<file path="config.mk">
export PLATFORM = sky130hd
export DESIGN_NAME = poly_voice_allocator_envelope
export DESIGN_NICKNAME = d
export VERILOG_FILES = /design/src/design/pva_pkg.sv /design/src/design/poly_voice_allocator_envelope.sv /design/src/design/pva_front.sv /design/src/design/pva_back.sv
export VERILOG_INCLUDE_DIRS = /design/src /design/src/design
export SDC_FILE = /design/constraint.sdc
export NUM_CORES = 1
export LEC_CHECK = 0
export BUFFER_PORTS_ARGS = -buffer_cell sky130_fd_sc_hd__buf_2
export CAP_MARGIN = 30
export CORE_AREA = 2 2 255 232
export CTS_BUF_LIST = sky130_fd_sc_hd__clkbuf_2
export DETAILED_ROUTE_END_ITERATION = 8
export DIE_AREA = 0 0 257 234
export PLACE_DENSITY = 0.51
export SYNTH_ARGS = -nofsm -noshare
export SYNTH_HDL_FRONTEND = slang
export SYNTH_SLANG_ARGS = --single-unit
</file>
<file path="constraint.sdc">
create_clock -name clk -period 5.1 [get_ports clk]
set_clock_uncertainty 0.15 [all_clocks]
set_input_delay 0.255 -clock clk [delete_from_list [all_inputs] [get_ports clk]]
set_output_delay 0.255 -clock clk [all_outputs]
set_load 0.1 [all_outputs]
</file>
<file path="src/design/poly_voice_allocator_envelope_macros.svh">
// ----------------------------------------------------------------------------
// Assertion macros for the voice allocator
// Immediate-style wrappers around concurrent assertions, clocked on clk and
// disabled while rst_n is low. They compile to nothing under SYNTHESIS.
// ----------------------------------------------------------------------------
`ifndef POLY_VOICE_ALLOCATOR_ENVELOPE_MACROS_SVH
`define POLY_VOICE_ALLOCATOR_ENVELOPE_MACROS_SVH

`ifndef SYNTHESIS
// Condition holds at every clock edge out of reset
`define PVA_ASSERT(label, cond) \
    label: assert property (@(posedge clk) disable iff (!rst_n) (cond)) \
        else $error("pva assertion failed");
// Consequence holds in the cycle after the trigger
`define PVA_ASSERT_NEXT(label, trig, cons) \
    label: assert property (@(posedge clk) disable iff (!rst_n) (trig) |=> (cons)) \
        else $error("pva assertion failed");
`else
`define PVA_ASSERT(label, cond)
`define PVA_ASSERT_NEXT(label, trig, cons)
`endif

`endif

</file>
<file path="src/design/pva_pkg.sv">
// ----------------------------------------------------------------------------
// pva_pkg
// Shared constants, codes and types of the polyphonic voice allocator.
// ----------------------------------------------------------------------------
package pva_pkg;

    // Voice storage
    localparam int NUM_VOICES = 8;
    localparam int SLOT_W     = $clog2(NUM_VOICES);
    localparam int CNT_W      = $clog2(NUM_VOICES + 1);

    // Waveform numbers
    localparam int            WAVE_W   = 7;
    localparam logic [6:0]    WAVE_MAX = 7'd99;

    // Q1.15 levels
    localparam int            LEVEL_W   = 16;
    localparam logic [15:0]   LEVEL_ONE = 16'h8000;

    // MIDI fields
    localparam int CHAN_W = 5;
    localparam int NOTE_W = 7;

    // Command queue between front and back
    localparam int QUEUE_DEPTH = 2;
    localparam int Q_PTR_W     = $clog2(QUEUE_DEPTH);
    localparam int Q_CNT_W     = $clog2(QUEUE_DEPTH + 1);

    // Actions
    localparam logic [1:0] ACT_NOTE_ON  = 2'd0;
    localparam logic [1:0] ACT_NOTE_OFF = 2'd1;
    localparam logic [1:0] ACT_ALL_OFF  = 2'd2;
    localparam logic [1:0] ACT_TICK     = 2'd3;

    // Outcomes
    localparam logic [2:0] OUT_NONE      = 3'd0;
    localparam logic [2:0] OUT_NEW       = 3'd1;
    localparam logic [2:0] OUT_RETRIG    = 3'd2;
    localparam logic [2:0] OUT_STOLEN    = 3'd3;
    localparam logic [2:0] OUT_RELEASED  = 3'd4;
    localparam logic [2:0] OUT_NOT_FOUND = 3'd5;

    // Configuration register indexes
    localparam logic [1:0] REG_LIMIT   = 2'd0;
    localparam logic [1:0] REG_WAVE    = 2'd1;
    localparam logic [1:0] REG_ATTACK  = 2'd2;
    localparam logic [1:0] REG_RELEASE = 2'd3;

    // Classified command handed from front to back
    typedef struct packed {
        logic [1:0]        act;
        logic              needs_scan;
        logic [CHAN_W-1:0] channel;
        logic [NOTE_W-1:0] note;
    } cmd_t;

    // Configuration, already clamped to legal ranges
    typedef struct packed {
        logic [CNT_W-1:0]   limit;
        logic [WAVE_W-1:0]  wave;
        logic [LEVEL_W-1:0] attack_step;
        logic [LEVEL_W-1:0] release_step;
    } cfg_t;

endpackage

</file>
<file path="src/design/poly_voice_allocator_envelope.sv">
// ----------------------------------------------------------------------------
// poly_voice_allocator_envelope
// Eight-slot polyphonic voice allocator with linear attack/release levels.
//
// Input channel (in_valid/in_stall): action, midi_channel, note_number.
// A transfer happens on a rising edge with in_valid high and in_stall low.
// Output channel (out_valid/out_stall): one result per input item, in order.
// Config port: cfg_we writes cfg_wdata to register cfg_index (0 limit,
// 1 wave, 2 attack step, 3 release step); values are clamped on write.
// Items go into a two-entry queue; the back end scans the voice slots one
// per cycle. Note events and ticks pass through dispatch, a scan of all
// eight slots and commit; all-off goes from dispatch straight to commit.
// The back end takes one item at a time and pops the next only after the
// last is committed to the output register.
// Reset frees every voice and loads the register defaults. A stalled
// output holds its result; the queue keeps taking input until it is full,
// then in_stall rises.
// ----------------------------------------------------------------------------
module poly_voice_allocator_envelope (
    input  logic                          clk,
    input  logic                          rst_n,
    input  logic                          cfg_we,
    input  logic [1:0]                    cfg_index,
    input  logic [15:0]                   cfg_wdata,
    input  logic                          in_valid,
    output logic                          in_stall,
    input  logic [1:0]                    action,
    input  logic [pva_pkg::CHAN_W-1:0]    midi_channel,
    input  logic [pva_pkg::NOTE_W-1:0]    note_number,
    output logic                          out_valid,
    input  logic                          out_stall,
    output logic [pva_pkg::SLOT_W-1:0]    slot,
    output logic [2:0]                    outcome,
    output logic [pva_pkg::CNT_W-1:0]     active_count,
    output logic [pva_pkg::NUM_VOICES-1:0] active_mask,
    output logic [pva_pkg::WAVE_W-1:0]    slot_wave
);

    pva_pkg::cfg_t   cfg_reg;
    pva_pkg::cmd_t   cmd;
    logic            cmd_valid;
    logic            cmd_pop;
    logic [3:0]      wr_limit;
    logic [6:0]      wr_wave;
    logic [15:0]     wr_step;

    // Clamp register values on write
    always_comb
    begin
        wr_limit = cfg_wdata[3:0];
        if (wr_limit == 4'd0)
        begin
            wr_limit = 4'd1;
        end
        else if (wr_limit > 4'(pva_pkg::NUM_VOICES))
        begin
            wr_limit = 4'(pva_pkg::NUM_VOICES);
        end
        wr_wave = cfg_wdata[6:0];
        if (wr_wave > pva_pkg::WAVE_MAX)
        begin
            wr_wave = pva_pkg::WAVE_MAX;
        end
        wr_step = cfg_wdata;
        if (wr_step == 16'd0)
        begin
            wr_step = 16'd1;
        end
        else if (wr_step > pva_pkg::LEVEL_ONE)
        begin
            wr_step = pva_pkg::LEVEL_ONE;
        end
    end

    // Configuration registers
    always_ff @(posedge clk or negedge rst_n)
    begin
        if (!rst_n)
        begin
            cfg_reg.limit        <= pva_pkg::CNT_W'(pva_pkg::NUM_VOICES);
            cfg_reg.wave         <= '0;
            cfg_reg.attack_step  <= 16'd171;
            cfg_reg.release_step <= 16'd6;
        end
        else if (cfg_we)
        begin
            unique case (cfg_index)
                pva_pkg::REG_LIMIT:   cfg_reg.limit        <= wr_limit;
                pva_pkg::REG_WAVE:    cfg_reg.wave         <= wr_wave;
                pva_pkg::REG_ATTACK:  cfg_reg.attack_step  <= wr_step;
                pva_pkg::REG_RELEASE: cfg_reg.release_step <= wr_step;
                default:              cfg_reg              <= cfg_reg;
            endcase
        end
    end

    pva_front u_front (
        .clk          (clk),
        .rst_n        (rst_n),
        .in_valid     (in_valid),
        .in_stall     (in_stall),
        .action       (action),
        .midi_channel (midi_channel),
        .note_number  (note_number),
        .cmd_valid    (cmd_valid),
        .cmd          (cmd),
        .cmd_pop      (cmd_pop)
    );

    pva_back u_back (
        .clk          (clk),
        .rst_n        (rst_n),
        .cfg          (cfg_reg),
        .cmd_valid    (cmd_valid),
        .cmd          (cmd),
        .cmd_pop      (cmd_pop),
        .out_valid    (out_valid),
        .out_stall    (out_stall),
        .slot         (slot),
        .outcome      (outcome),
        .active_count (active_count),
        .active_mask  (active_mask),
        .slot_wave    (slot_wave)
    );

endmodule

</file>
<file path="src/design/pva_front.sv">
// ----------------------------------------------------------------------------
// pva_front
// Accepts input items, classifies them and holds them in a short queue
// until the back end takes them.
// ----------------------------------------------------------------------------
module pva_front (
    input  logic                         clk,
    input  logic                         rst_n,
    input  logic                         in_valid,
    output logic                         in_stall,
    input  logic [1:0]                   action,
    input  logic [pva_pkg::CHAN_W-1:0]   midi_channel,
    input  logic [pva_pkg::NOTE_W-1:0]   note_number,
    output logic                         cmd_valid,
    output pva_pkg::cmd_t                cmd,
    input  logic                         cmd_pop
);

    pva_pkg::cmd_t                  queue_reg [pva_pkg::QUEUE_DEPTH];
    logic [pva_pkg::Q_PTR_W-1:0]    wr_ptr_reg;
    logic [pva_pkg::Q_PTR_W-1:0]    rd_ptr_reg;
    logic [pva_pkg::Q_CNT_W-1:0]    count_reg;
    logic [pva_pkg::Q_CNT_W-1:0]    count_next;
    pva_pkg::cmd_t                  in_cmd;
    logic                           push;
    logic                           pop;

    // Classify the incoming item
    always_comb
    begin
        in_cmd.act        = action;
        in_cmd.needs_scan = (action != pva_pkg::ACT_ALL_OFF);
        in_cmd.channel    = midi_channel;
        in_cmd.note       = note_number;
    end

    // Handshake and queue status
    assign in_stall  = (count_reg == pva_pkg::Q_CNT_W'(pva_pkg::QUEUE_DEPTH));
    assign push      = in_valid && !in_stall;
    assign cmd_valid = (count_reg != '0);
    assign pop       = cmd_pop && cmd_valid;
    assign cmd       = queue_reg[rd_ptr_reg];

    always_comb
    begin
        count_next = count_reg;
        if (push && !pop)
        begin
            count_next = count_reg + 1'b1;
        end
        else if (pop && !push)
        begin
            count_next = count_reg - 1'b1;
        end
    end

    // Advance pointers and count
    always_ff @(posedge clk or negedge rst_n)
    begin
        if (!rst_n)
        begin
            wr_ptr_reg <= '0;
            rd_ptr_reg <= '0;
            count_reg  <= '0;
        end
        else
        begin
            count_reg <= count_next;
            if (push)
            begin
                wr_ptr_reg <= wr_ptr_reg + 1'b1;
            end
            if (pop)
            begin
                rd_ptr_reg <= rd_ptr_reg + 1'b1;
            end
        end
    end

    // Store the classified item
    always_ff @(posedge clk)
    begin
        if (push)
        begin
            queue_reg[wr_ptr_reg] <= in_cmd;
        end
    end

endmodule

</file>
<file path="src/design/pva_back.sv">
// ----------------------------------------------------------------------------
// pva_back
// Carries out one command at a time: scans the voice slots one per cycle
// (all-off skips the scan), updates levels on ticks, picks the slot for
// note events, then commits the result into the output register.
// ----------------------------------------------------------------------------
`include "poly_voice_allocator_envelope_macros.svh"

module pva_back (
    input  logic                          clk,
    input  logic                          rst_n,
    input  pva_pkg::cfg_t                 cfg,
    input  logic                          cmd_valid,
    input  pva_pkg::cmd_t                 cmd,
    output logic                          cmd_pop,
    output logic                          out_valid,
    input  logic                          out_stall,
    output logic [pva_pkg::SLOT_W-1:0]    slot,
    output logic [2:0]                    outcome,
    output logic [pva_pkg::CNT_W-1:0]     active_count,
    output logic [pva_pkg::NUM_VOICES-1:0] active_mask,
    output logic [pva_pkg::WAVE_W-1:0]    slot_wave
);

    localparam logic [1:0] ST_IDLE = 2'd0;
    localparam logic [1:0] ST_SCAN = 2'd1;
    localparam logic [1:0] ST_FIN  = 2'd2;

    localparam logic [pva_pkg::SLOT_W-1:0] LAST_SLOT =
        pva_pkg::SLOT_W'(pva_pkg::NUM_VOICES - 1);

    // Control state
    logic [1:0]                      state_reg, state_next;
    logic [pva_pkg::SLOT_W-1:0]      idx_reg;
    pva_pkg::cmd_t                   op_reg;
    logic [pva_pkg::NUM_VOICES-1:0]  active_reg, active_next;
    logic [pva_pkg::CNT_W-1:0]       cnt_reg;
    logic                            match_found_reg;
    logic                            free_found_reg;
    logic                            low_found_reg;
    logic                            out_valid_reg;

    // Scan trackers (payload)
    logic [pva_pkg::SLOT_W-1:0]      match_slot_reg;
    logic [pva_pkg::WAVE_W-1:0]      match_wave_reg;
    logic [pva_pkg::SLOT_W-1:0]      free_slot_reg;
    logic [pva_pkg::SLOT_W-1:0]      low_slot_reg;
    logic [pva_pkg::LEVEL_W-1:0]     low_level_reg;

    // Voice storage
    logic [pva_pkg::NOTE_W-1:0]      note_reg     [pva_pkg::NUM_VOICES];
    logic [pva_pkg::CHAN_W-1:0]      chan_reg     [pva_pkg::NUM_VOICES];
    logic [pva_pkg::WAVE_W-1:0]      wave_reg     [pva_pkg::NUM_VOICES];
    logic [pva_pkg::LEVEL_W-1:0]     level_reg    [pva_pkg::NUM_VOICES];
    logic                            released_reg [pva_pkg::NUM_VOICES];

    // Output register
    logic [pva_pkg::SLOT_W-1:0]      out_slot_reg;
    logic [2:0]                      out_outcome_reg;
    logic [pva_pkg::CNT_W-1:0]       out_count_reg;
    logic [pva_pkg::NUM_VOICES-1:0]  out_mask_reg;
    logic [pva_pkg::WAVE_W-1:0]      out_wave_reg;

    // Scan datapath
    logic                            cur_active;
    logic [pva_pkg::LEVEL_W-1:0]     cur_level;
    logic                            cur_match;
    logic [pva_pkg::LEVEL_W:0]       rise_sum;
    logic [pva_pkg::LEVEL_W-1:0]     tick_level;
    logic                            tick_keep;
    logic                            keep_bit;
    logic                            is_tick;
    logic                            out_free;
    logic                            commit;

    // Write controls for voice storage
    logic                            lvl_we;
    logic [pva_pkg::SLOT_W-1:0]      lvl_addr;
    logic [pva_pkg::LEVEL_W-1:0]     lvl_data;
    logic                            rel_we;
    logic                            rel_data;
    logic                            alloc_we;

    // Commit results
    logic [pva_pkg::SLOT_W-1:0]      fin_slot;
    logic [2:0]                      fin_outcome;
    logic [pva_pkg::CNT_W-1:0]       fin_count;
    logic [pva_pkg::WAVE_W-1:0]      fin_wave;

    assign is_tick    = (op_reg.act == pva_pkg::ACT_TICK);
    assign cur_active = active_reg[idx_reg];
    assign cur_level  = level_reg[idx_reg];
    assign cur_match  = cur_active && (chan_reg[idx_reg] == op_reg.channel)
                        && (note_reg[idx_reg] == op_reg.note);
    assign out_free   = !out_valid_reg || !out_stall;
    assign commit     = (state_reg == ST_FIN) && out_free;
    assign cmd_pop    = (state_reg == ST_IDLE) && cmd_valid;

    // Advance one voice envelope by a tick
    always_comb
    begin
        rise_sum   = {1'b0, cur_level} + {1'b0, cfg.attack_step};
        tick_level = cur_level;
        tick_keep  = cur_active;
        if (cur_active)
        begin
            if (released_reg[idx_reg])
            begin
                if (cur_level <= cfg.release_step)
                begin
                    tick_keep = 1'b0;
                end
                else
                begin
                    tick_level = cur_level - cfg.release_step;
                end
            end
            else if (rise_sum > {1'b0, pva_pkg::LEVEL_ONE})
            begin
                tick_level = pva_pkg::LEVEL_ONE;
            end
            else
            begin
                tick_level = rise_sum[pva_pkg::LEVEL_W-1:0];
            end
        end
        keep_bit = is_tick ? tick_keep : cur_active;
    end

    // Decide the result of the finished command
    always_comb
    begin
        fin_slot    = '0;
        fin_outcome = pva_pkg::OUT_NONE;
        fin_count   = cnt_reg;
        fin_wave    = '0;
        alloc_we    = 1'b0;
        unique case (op_reg.act)
            pva_pkg::ACT_NOTE_ON:
            begin
                if (match_found_reg)
                begin
                    fin_slot    = match_slot_reg;
                    fin_outcome = pva_pkg::OUT_RETRIG;
                    fin_wave    = match_wave_reg;
                end
                else if (cnt_reg >= cfg.limit)
                begin
                    fin_slot    = low_slot_reg;
                    fin_outcome = pva_pkg::OUT_STOLEN;
                    fin_wave    = cfg.wave;
                    alloc_we    = 1'b1;
                end
                else
                begin
                    fin_slot    = free_slot_reg;
                    fin_outcome = pva_pkg::OUT_NEW;
                    fin_wave    = cfg.wave;
                    fin_count   = cnt_reg + 1'b1;
                    alloc_we    = 1'b1;
                end
            end
            pva_pkg::ACT_NOTE_OFF:
            begin
                if (match_found_reg)
                begin
                    fin_slot    = match_slot_reg;
                    fin_outcome = pva_pkg::OUT_RELEASED;
                    fin_wave    = match_wave_reg;
                end
                else
                begin
                    fin_outcome = pva_pkg::OUT_NOT_FOUND;
                end
            end
            pva_pkg::ACT_ALL_OFF:
            begin
                fin_count = '0;
            end
            default:
            begin
                fin_count = cnt_reg;
            end
        endcase
    end

    // Steer writes into voice storage and the active vector
    always_comb
    begin
        active_next = active_reg;
        lvl_we      = 1'b0;
        lvl_addr    = idx_reg;
        lvl_data    = tick_level;
        rel_we      = 1'b0;
        rel_data    = 1'b0;
        if (state_reg == ST_SCAN && is_tick)
        begin
            lvl_we               = cur_active;
            active_next[idx_reg] = tick_keep;
        end
        else if (commit)
        begin
            lvl_addr = fin_slot;
            lvl_data = '0;
            if (op_reg.act == pva_pkg::ACT_ALL_OFF)
            begin
                active_next = '0;
            end
            else if (op_reg.act == pva_pkg::ACT_NOTE_ON)
            begin
                lvl_we                = 1'b1;
                rel_we                = 1'b1;
                active_next[fin_slot] = 1'b1;
            end
            else if (op_reg.act == pva_pkg::ACT_NOTE_OFF && match_found_reg)
            begin
                rel_we   = 1'b1;
                rel_data = 1'b1;
            end
        end
    end

    // Sequence the command
    always_comb
    begin
        state_next = state_reg;
        unique case (state_reg)
            ST_IDLE:
            begin
                if (cmd_valid)
                begin
                    state_next = cmd.needs_scan ? ST_SCAN : ST_FIN;
                end
            end
            ST_SCAN:
            begin
                if (idx_reg == LAST_SLOT)
                begin
                    state_next = ST_FIN;
                end
            end
            ST_FIN:
            begin
                if (out_free)
                begin
                    state_next = ST_IDLE;
                end
            end
            default:
            begin
                state_next = ST_IDLE;
            end
        endcase
    end

    // Control registers
    always_ff @(posedge clk or negedge rst_n)
    begin
        if (!rst_n)
        begin
            state_reg       <= ST_IDLE;
            idx_reg         <= '0;
            op_reg          <= '0;
            active_reg      <= '0;
            cnt_reg         <= '0;
            match_found_reg <= 1'b0;
            free_found_reg  <= 1'b0;
            low_found_reg   <= 1'b0;
            out_valid_reg   <= 1'b0;
        end
        else
        begin
            state_reg  <= state_next;
            active_reg <= active_next;
            if (cmd_pop)
            begin
                op_reg          <= cmd;
                idx_reg         <= '0;
                cnt_reg         <= '0;
                match_found_reg <= 1'b0;
                free_found_reg  <= 1'b0;
                low_found_reg   <= 1'b0;
            end
            else if (state_reg == ST_SCAN)
            begin
                idx_reg <= idx_reg + 1'b1;
                cnt_reg <= cnt_reg + pva_pkg::CNT_W'(keep_bit);
                if (cur_match)
                begin
                    match_found_reg <= 1'b1;
                end
                if (!cur_active)
                begin
                    free_found_reg <= 1'b1;
                end
                if (cur_active)
                begin
                    low_found_reg <= 1'b1;
                end
            end
            if (commit)
            begin
                out_valid_reg <= 1'b1;
            end
            else if (!out_stall)
            begin
                out_valid_reg <= 1'b0;
            end
        end
    end

    // Track first match, first free slot and lowest level
    always_ff @(posedge clk)
    begin
        if (state_reg == ST_SCAN)
        begin
            if (cur_match && !match_found_reg)
            begin
                match_slot_reg <= idx_reg;
                match_wave_reg <= wave_reg[idx_reg];
            end
            if (!cur_active && !free_found_reg)
            begin
                free_slot_reg <= idx_reg;
            end
            if (cur_active && (!low_found_reg || cur_level < low_level_reg))
            begin
                low_slot_reg  <= idx_reg;
                low_level_reg <= cur_level;
            end
        end
    end

    // Write voice storage
    always_ff @(posedge clk)
    begin
        if (lvl_we)
        begin
            level_reg[lvl_addr] <= lvl_data;
        end
        if (rel_we)
        begin
            released_reg[lvl_addr] <= rel_data;
        end
        if (commit && alloc_we)
        begin
            note_reg[fin_slot] <= op_reg.note;
            chan_reg[fin_slot] <= op_reg.channel;
            wave_reg[fin_slot] <= cfg.wave;
        end
    end

    // Load the output register
    always_ff @(posedge clk)
    begin
        if (commit)
        begin
            out_slot_reg    <= fin_slot;
            out_outcome_reg <= fin_outcome;
            out_count_reg   <= fin_count;
            out_mask_reg    <= active_next;
            out_wave_reg    <= fin_wave;
        end
    end

    assign out_valid    = out_valid_reg;
    assign slot         = out_slot_reg;
    assign outcome      = out_outcome_reg;
    assign active_count = out_count_reg;
    assign active_mask  = out_mask_reg;
    assign slot_wave    = out_wave_reg;

    // Reported count always agrees with the reported mask
    `PVA_ASSERT(a_count_mask, !out_valid_reg || ($countones(out_mask_reg) == int'(out_count_reg)))
    // A fresh allocation never pushes the count past the limit
    `PVA_ASSERT(a_new_limit, !(out_valid_reg && out_outcome_reg == pva_pkg::OUT_NEW) || (out_count_reg <= cfg.limit))
    // The slot named by a hit is sounding
    `PVA_ASSERT(a_slot_live, !(out_valid_reg && (out_outcome_reg == pva_pkg::OUT_NEW || out_outcome_reg == pva_pkg::OUT_RETRIG || out_outcome_reg == pva_pkg::OUT_STOLEN || out_outcome_reg == pva_pkg::OUT_RELEASED)) || out_mask_reg[out_slot_reg])
    // Finishing a command presents a result next cycle
    `PVA_ASSERT_NEXT(a_fin_out, commit, out_valid_reg)
    // The scan only starts from a popped command
    `PVA_ASSERT_NEXT(a_scan_entry, state_reg == ST_IDLE && !cmd_valid, state_reg == ST_IDLE)

endmodule

</file>
==> impl_metrics.py <==
metrics = {
    "outcome": {
        "status": "completed",
    },
    "worst_setup_path": {
        "startpoint_type": "register",
        "crit_type": "reg2reg",
        "critPathArrivalTime_ps": 5390,
        "worst-path-max-fanout": 17,
        "crit_path_end_kind": "register",
        "critPathRequiredTime_ps": 5730,
    },
    "final_layout": {
        "stdcell_area_um2": 23700,
        "drive_gt1_share_pct": 21.1,
        "mostFrequentLayoutCell": "edfxtp_1",
        "nets": 1859,
        "stdcell_count": 2632,
        "final_cell_mix": "edfxtp_1 (375), clkbuf_2 (163), nand2_1 (116), a22oi_1 (113), dlygate4sd3_1 (94)",
        "syn2layout_area_growth_pct": 19.0,
        "largest_register_ffs": 128,
        "final_core_util_pct": 41.1,
    },
    "drt": {
        "drt-initial-drc-count": 1115,
        "finalWirelength_mm": 54.1,
        "ant_nets": 0,
        "drc": 0,
        "wl_per_cell_um": 20.5,
        "vias": 13600,
        "dr.pass1.iters": 5,
        "viasPerCell": 5.17,
    },
    "timing": {
        "setup_tns_ps": 0,
        "fin_ws_ps": 344,
        "period_minus_slack_ps": 4760,
        "final_max_slew_viol_count": 0,
        "timing.hold.ws_ps": 170,
        "setup_viol": 0,
        "worst_pin_slew_ps": 1020,
        "rsz0062_at_grt": "false",
        "finalHoldViolations": 0,
        "fmax_mhz": 210,
        "relSlewSlack_pct": 31.8,
        "finalCritPeriodShare_pct": 93.3,
    },
    "place": {
        "dp.cells": 2323,
        "place.gp.congestion": 0.880,
        "dp_hpwl_mm": 35.0,
        "postPlaceCellArea_um2": 21700,
        "dp_slack_ps": 178,
        "portBuffers": 63,
    },
    "cts": {
        "clock_sinks": 457,
        "clockBufferDepth": 3,
        "numCtsBuffers": 117,
        "h-tree-depth": 3,
        "postCtsSetupRepairBufs": 0,
        "cts_tree": "yes",
        "clk_latency_ps": 1170,
        "cts.clk_slew.worst_paths_ps": 100,
        "cts-root-buf": "clkbuf_2",
    },
    "grt": {
        "grt_util_all_layers_pct": 18.1,
        "grt_pass1_vias": 13900,
        "grt_pass1_wl_mm": 82.4,
        "grt_max_degree": 48,
        "antenna_found_initial": 1,
        "globalRoute.totalOverflow": 0,
    },
    "yosys": {
        "synth_cell_types": 83,
        "synth_edf_count": 375,
        "seq_area_frac_synth_pct": 66.9,
        "syn_avg_cell_area_um2": 13.5,
        "synthFlopType": "edfxtp_1",
        "yosys_warnings": 0,
        "syn_nets": 1571,
        "syn-cell-area_um2": 19900,
        "yosys_register_bits": 457,
        "ys_async_sr_fraction_pct": 17.9,
        "netlist_instances": 1475,
    },
    "die": {
        "die-area_um2": 60100,
        "start_util_pct": 34.5,
        "num_io_pins": 64,
        "chipHeight_um": 234,
        "die_x_um": 257,
        "coreArea_um2": 57700,
        "row_count": 84,
    },
    "flow_run": {
        "cap_violations": 0,
    },
    "power_and_ir_drop": {
        "power_density_nw_per_um2": 576,
        "p_leak_nw": 8.82,
        "max-vdd-ir-drop_mv": 0.224,
        "power_mw": 13.6,
    },
    "min_path": {
        "holdCritPathClass": "in2reg",
    },
}
## timing repair
item | CTS | global route
hold buffers | 95 | 0
setup endpoints to repair | 0 | 73
hold endpoints to repair | 263 | 0
resized for setup | 0 | 11
## worst max-delay path, cell delays in order (launching register included)
cell and delay [ps]:
dfrtp_1 480, buf_4 240, and3b_1 200, buf_4 190, a22oi_1 150, nand4_1 380, ha_1 510, nor2b_1 190
o211ai_1 120, a31oi_1 320, a21oi_1 150, nor2_1 170, buf_4 200, o21ai_1 80, buf_4 180, a222oi_1 540
nor2_2 180
## layout make-up
cell class | instances | area, um^2
clock inverter | 50 | 221
timing repair buffer | 235 | 1910
clock buffer | 163 | 816
fill | 5454 | 34000
tap | 774 | 968
sequential | 457 | 13300
antenna | 1 | 2.50
multi-input combinational | 895 | 6230
inverter | 57 | 214
## worst paths after layout
path / from / endpoint / slack [ps] / depth (start not counted)
min in group asynchronous: rst_n / cfg_reg[35] / 520 / 5
worst min register to register: cfg_reg[40] / cfg_reg[40] / 340 / 2
worst max-delay path: u_back.idx_reg[1] / u_back.level_reg[4][7] / 340 / 16
worst min-delay path: cfg_wdata[15] / cfg_reg[1] / 170 / 5
worst max register to register: u_back.idx_reg[1] / u_back.level_reg[4][7] / 340 / 16
max in group asynchronous: rst_n / u_back.idx_reg[0] / 3230 / 6
## per-layer routing
layer	vias up	track usage (%)	wire length, um
li1	6325	-	-
met1	6681	24.6	24600
met2	497	28.8	24800
met3	93	3.23	3400
met4	0	7.59	1300
met5	-	0	0
## kinds of logic after synthesis
group	count (synthesis)	synth area share, %
DFF	457	66.9
AOI/OAI and AO/OA	375	13.1
and+or+nand+nor	365	8.88
buffers and inverters	123	2.54
adders and majority gates	59	3.78
muxes	54	2.95
xor gates and xnor gates	42	1.85
## where the power goes
| part | internal (mW) | total, mW | switching, mW |
|---|---|---|---|
| sequential | 4.87 | 5.24 | 0.368 |
| clock | 0.887 | 2.40 | 1.51 |
| combinational | 2.15 | 6.01 | 3.85 |
| total | 7.91 | 13.6 | 5.74 |
## synthesized netlist by cell type (19+ instances only)
cell	n	area [um^2]
nand2_1	116	435
ha_1	57	713
nand3_1	20	100
inv_1	56	210
nand4_1	33	206
nor2_1	88	330
mux2i_1	37	370
nand2b_1	19	119
a22oi_1	113	848
edfxtp_1	375	11300
xnor2_1	27	236
nor3_1	41	205
dfrtp_1	74	1850
clkbuf_1	44	165
o21ai_0	74	370
a21oi_1	54	270
Note: power is estimated with default switching activity, not from simulation.
